`src/hw/rtl/mf3_median9.sv`:
```
// Median of nine pixels through the 19 compare-and-swap network.
// Pure combinational; no package dependency.
`timescale 1ns / 1ps
`default_nettype none

module mf3_median9 #(
  parameter int unsigned PIX_W = 8
) (
  input  wire logic [8:0][PIX_W-1:0] win_i,
  output logic      [PIX_W-1:0]      median_o
);

  // returns {max, min}
  function automatic logic [2*PIX_W-1:0] sort2(input logic [PIX_W-1:0] a,
                                               input logic [PIX_W-1:0] b);
    sort2 = (a > b) ? {a, b} : {b, a};
  endfunction

  logic [8:0][PIX_W-1:0] v;

  always_comb begin
    v = win_i;
    // rows sorted
    {v[2], v[1]} = sort2(v[1], v[2]);
    {v[5], v[4]} = sort2(v[4], v[5]);
    {v[8], v[7]} = sort2(v[7], v[8]);
    {v[1], v[0]} = sort2(v[0], v[1]);
    {v[4], v[3]} = sort2(v[3], v[4]);
    {v[7], v[6]} = sort2(v[6], v[7]);
    {v[2], v[1]} = sort2(v[1], v[2]);
    {v[5], v[4]} = sort2(v[4], v[5]);
    {v[8], v[7]} = sort2(v[7], v[8]);
    // merge columns toward the center
    {v[3], v[0]} = sort2(v[0], v[3]);
    {v[8], v[5]} = sort2(v[5], v[8]);
    {v[7], v[4]} = sort2(v[4], v[7]);
    {v[6], v[3]} = sort2(v[3], v[6]);
    {v[4], v[1]} = sort2(v[1], v[4]);
    {v[5], v[2]} = sort2(v[2], v[5]);
    {v[7], v[4]} = sort2(v[4], v[7]);
    {v[2], v[4]} = sort2(v[4], v[2]);
    {v[4], v[6]} = sort2(v[6], v[4]);
    {v[2], v[4]} = sort2(v[4], v[2]);
  end

  assign median_o = v[4];

endmodule

`default_nettype wire

```
`config.mk`:
```
export PLATFORM = sky130hd
export DESIGN_NAME = mf3_median9
export DESIGN_NICKNAME = d
export VERILOG_FILES = /design/src/hw/rtl/mf3_median9.sv
export SDC_FILE = /design/constraint.sdc
export NUM_CORES = 1
export LEC_CHECK = 0
export BUFFER_PORTS_ARGS = -buffer_cell sky130_fd_sc_hd__buf_4
export CORE_AREA = 2 2 136 138
export DETAILED_ROUTE_END_ITERATION = 10
export DIE_AREA = 0 0 138 140
export PLACE_DENSITY = 0.56
export SLEW_MARGIN = 10
export SYNTH_ARGS = -nofsm -noshare
export SYNTH_HDL_FRONTEND = slang
export SYNTH_SLANG_ARGS = --single-unit
```
`constraint.sdc`:
```
create_clock -name vclk -period 60
set_input_delay 6 -clock vclk [all_inputs]
set_output_delay 6 -clock vclk [all_outputs]
set_load 0.005 [all_outputs]
```
==> results of run 1 <==
-- layer usage --
layer | wire length (um) | track usage, % | part of all wire [%] | up-vias
met5 | 0 | 0 | 0 | -
met4 | 464 | 3.81 | 2.2 | 0
met2 | 9540 | 36.1 | 45 | 234
met3 | 1260 | 1.13 | 5.9 | 28
li1 | - | - | - | 3899
met1 | 10100 | 30.0 | 47 | 3343
-- cell families (layout without fill, tap and decap cells) --
logic type	Yosys count	after routing	share of synthesized area, %
AO/OA/AOI/OAI	335	335	30.1
XOR/XNOR	2	2	0.250
adder cells (fa/ha/maj)	148	148	26.4
buffers and inverters	130	177	7.15
multiplexers	88	88	13.5
AND/OR/NAND/NOR	330	330	22.7
-- synthesized netlist by cell type (10+ instances only) --
| cell | n | area, um2 |
|---|---|---|
| mux2i_1 | 60 | 601 |
| a21oi_1 | 105 | 526 |
| nor2b_1 | 19 | 119 |
| a21o_1 | 20 | 150 |
| nand4_1 | 11 | 68.8 |
| ha_1 | 147 | 1840 |
| and2_1 | 11 | 68.8 |
| or2_2 | 10 | 62.6 |
| mux2_2 | 24 | 270 |
| nor2_1 | 89 | 334 |
| nor3_1 | 15 | 75.1 |
| nand2_1 | 76 | 285 |
| and3_1 | 14 | 87.6 |
| o21a_1 | 34 | 255 |
| nand3_1 | 50 | 250 |
| o211ai_1 | 10 | 75.1 |
| o21ai_0 | 86 | 430 |
| clkbuf_1 | 23 | 86.3 |
| nand2b_1 | 20 | 125 |
| inv_1 | 93 | 349 |
-- worst max-delay path, delay by kind of cell --
family	cells	cell delay (ns)
buffers and inverters	7	0.77
adders and majority gates	9	2.54
and+or+nand+nor	22	4.90
muxes	1	0.31
AOI/OAI and AO/OA	41	9.67
-- per-stage QoR --
| step | hold slack (ns) | area [um2] | utilization (%) | instances | setup WS [ns] |
|---|---|---|---|---|---|
| after floorplan | 12.41 | 7010 | - | 1033 | 32.73 |
| after global placement | 12.80 | 7790 | 43.8 | 1309 | 30.14 |
| after detailed placement | 12.81 | 7790 | 43.8 | 1309 | 30.00 |
| after CTS | 12.82 | 7790 | 43.8 | 1309 | 29.93 |
| after global routing | 12.85 | 7790 | 43.8 | 1309 | 28.03 |
| final | 12.81 | 7790 | 43.8 | 1309 | 29.78 |
-- how the worst max path moves through the flow --
| stage | end | slack, ns | cells after the start |
|---|---|---|---|
| floorplan | median_o[4] | 32.73 | 85 |
| global placement | median_o[2] | 30.14 | 82 |
| detailed placement | median_o[2] | 30.00 | 80 |
| CTS | median_o[2] | 29.93 | 80 |
| global route | median_o[2] | 28.03 | 80 |
| finish | median_o[2] | 29.78 | 80 |
-- final cells by class --
type	instances	area (um2)	share of cell area (%)
multi-input cells	903	6520	83.8
repair buffers	83	623	8.00
inverters	94	353	4.53
well taps	229	287	3.68
==> impl_metrics.py, run 1 <==
metrics = {
    "detailed_routing": {
        "wl_per_cell_um": 16.4,
        "vias": 7504,
        "firstDrtPassIters": 5,
        "antenna_left": 0,
        "drt_iter0_drc": 548,
        "wirelength_mm": 21.4,
        "drc": 0,
        "viasPerCell": 5.73,
    },
    "floorplan": {
        "start_util_pct": 39.5,
        "coreArea_um2": 17800,
        "die-area_um2": 19300,
        "io_pins": 80,
        "die_w_um": 138,
        "rows": 49,
        "die_height_um": 140,
    },
    "setup_path": {
        "crit_fanout": 30,
        "worstPathArrival_ns": 24.22,
        "max_stage_delay_ns": 0.78,
        "cp-start-kind": "primary input",
        "critPathLaunch": "win_i[65]",
        "crit_type": "in2out",
        "cp.required_ns": 54.00,
        "cp-end-kind": "output pin",
        "cpMaxStageDelayCell": "o21ai_2",
        "cp_common_cell": "o21ai_0",
    },
    "grt": {
        "grt_use_total_pct": 21.2,
        "antenna_found_initial": 0,
        "first_global_vias": 6866,
        "grt-ovfl-total": 0,
        "grt_max_degree": 31,
        "grt_pass1_wl_mm": 34.5,
    },
    "final_layout": {
        "area_growth_pct": 11.0,
        "final_cell_mix": "ha_1, a21oi_1, inv_1",
        "clkbuf_count": 0,
        "num-fill-cells": 1856,
        "n_antenna_cell": 0,
        "final_common_cell": "ha_1",
        "regArea_um2": 0,
        "drive_gt1_share_pct": 12.5,
        "n_sequential_cell": 0,
        "fin_nets": 1301,
    },
    "timing": {
        "fin_crit_sh_pct": 50.4,
        "setup_tns_ns": 0,
        "period_needed_ns": 30.22,
        "slew_viol_final": 0,
        "max_freq_mhz": 33.1,
        "tightestPinTransition_ns": 1.18,
        "setup_viol": 0,
        "rsz0062_at_grt": "no",
        "max-slew-margin-rel_pct": 20.5,
        "hold_violations": 0,
    },
    "synth": {
        "yosysUniqueCellTypes": 69,
        "avgSynthCellArea_um2": 6.79,
        "synthesis.area_um2": 7010,
        "synthCells": 1033,
        "ys_seq_area_share_pct": 0,
        "ys_warn_count": 0,
        "synth_nets": 1252,
    },
    "worst_hold_path": {
        "holdPathStages": 8,
        "worstHoldStart": "win_i[51]",
        "min_to": "median_o[3]",
        "hold_path_class": "in2out",
    },
    "run": {
        "max_cap_viol_count": 0,
    },
    "status": {
        "outcome": "complete, no violations",
    },
    "placed_design": {
        "dp_hpwl_mm": 18.7,
        "io_buffers": 80,
        "gp_congestion": 0.965,
    },
    "clocking": {
        "ctsResizeCount": 0,
        "holdBufCountCts": 0,
        "cts_setup_buffers": 0,
    },
}
Power of run 1 is not shown: default switching activity piles up to over one toggle a cycle in this logic, so the estimate is an artifact.
==> inputs of run 2 (changes only) <==
- PLACE_DENSITY: 0.56 -> 0.59
- clock period: 60 -> 24.5 ns (I/O delays scaled with it)
==> run 2 against run 1 <==
Clock-buffer cell count unchanged. Die area unchanged. Cell count unchanged. Routed wire length down 0.49%. Global-route usage about the same.
==> impl_metrics.py, run 2 (same netlist as run 1, synthesis figures left out) <==
metrics = {
    "status": {
        "outcome": "complete, no violations",
    },
    "final_layout": {
        "n_antenna_cell": 0,
        "final_cell_mix": "ha_1, a21oi_1, inv_1",
        "n_sequential_cell": 0,
        "fin_nets": 1301,
        "num-fill-cells": 1871,
        "finalNonFillerCells": 1309,
        "clkbuf_count": 0,
        "final_cell_area_um2": 7820,
        "regArea_um2": 0,
        "drive_gt1_share_pct": 12.7,
        "final_common_cell": "ha_1",
        "area_growth_pct": 11.5,
    },
    "clocking": {
        "cts_setup_buffers": 0,
        "ctsResizeCount": 0,
        "holdBufCountCts": 0,
    },
    "detailed_routing": {
        "wl_per_cell_um": 16.3,
        "drc": 0,
        "firstDrtPassIters": 5,
        "viasPerCell": 5.72,
        "vias": 7494,
        "antenna_left": 0,
        "drt_iter0_drc": 453,
        "wirelength_mm": 21.3,
    },
    "timing": {
        "max_freq_mhz": 44.4,
        "slew_viol_final": 0,
        "setup_viol": 0,
        "max-slew-margin-rel_pct": 18.0,
        "period_needed_ns": 22.52,
        "fin_crit_sh_pct": 91.9,
        "tightestPinTransition_ns": 1.22,
        "rsz0062_at_grt": "no",
        "hold_violations": 0,
        "setup_tns_ns": 0,
    },
    "setup_path": {
        "cp-end-kind": "output pin",
        "crit_type": "in2out",
        "cpMaxStageDelayCell": "o21ai_4",
        "cp-start-kind": "primary input",
        "max_stage_delay_ns": 0.63,
        "crit_fanout": 30,
        "worstPathArrival_ns": 20.07,
        "cp.required_ns": 22.05,
        "cp_common_cell": "o21ai_0",
    },
    "floorplan": {
        "die-area_um2": 19300,
        "rows": 49,
        "die_w_um": 138,
        "coreArea_um2": 17800,
        "die_height_um": 140,
        "start_util_pct": 39.5,
        "io_pins": 80,
    },
    "grt": {
        "antenna_found_initial": 0,
        "grt_max_degree": 31,
        "first_global_vias": 7024,
        "grt_use_total_pct": 21.2,
        "grt-ovfl-total": 0,
        "grt_pass1_wl_mm": 34.6,
    },
    "worst_hold_path": {
        "min_to": "median_o[5]",
        "holdPathStages": 8,
        "worstHoldStart": "win_i[5]",
        "hold_path_class": "in2out",
    },
    "placed_design": {
        "dp.cells": 1309,
        "gp_congestion": 0.881,
        "dp_hpwl_mm": 18.6,
        "io_buffers": 80,
        "dpl_cell_area_um2": 7790,
    },
    "run": {
        "max_cap_viol_count": 0,
    },
}
## run 2: cell counts in the layout (fill, tap and decap cells not counted)
No cell type changed its count.
## run 2: per-stage QoR
stage / setup WS [ns] / utilization [%] / hold WS, ns
6_report: 1.98 / 44.0 / 5.86
5_1_grt: 0.0305 / 44.0 / 5.87
3_5_place_dp: 1.54 / 43.8 / 5.83
3_3_place_gp: 1.65 / 43.8 / 5.83
2_1_floorplan: 4.33 / - / 5.31
4_1_cts: 1.44 / 43.8 / 5.83
## run 2: worst max-delay path, delay by kind of cell
kind / cells / cell delay, ns
AOI/OAI and AO/OA: 40 / 9.73
and+or+nand+nor: 23 / 3.88
adders and majority gates: 9 / 2.79
buffers and inverters: 5 / 0.64
muxes: 2 / 0.52
## run 2: metal layers
layer | GRT usage, % | vias up | wire length [um]
met5 | 0 | - | 0
met4 | 4.24 | 0 | 497
met3 | 1.23 | 26 | 882
met2 | 36.6 | 182 | 9740
met1 | 29.3 | 3387 | 10200
li1 | - | 3899 | -
## run 2: how the worst max path moves through the flow
stage / startpoint / endpoint / slack, ns / cells past startpoint
final: win_i[63] / median_o[2] / 1.98 / 79
after floorplan: win_i[65] / median_o[4] / 4.33 / 85
after global routing: win_i[65] / median_o[2] / 0.03 / 81
after detailed placement: win_i[65] / median_o[2] / 1.54 / 80
after global placement: win_i[65] / median_o[2] / 1.65 / 80
after CTS: win_i[65] / median_o[2] / 1.44 / 80
## run 2: area by class of cell
cell class	count	area, um2	share of cell area (%)
multi-input cells	903	6560	83.9
repair buffers	83	623	7.97
inverters	94	353	4.51
well taps	229	287	3.66
Power of run 2 is left out for the same reason.
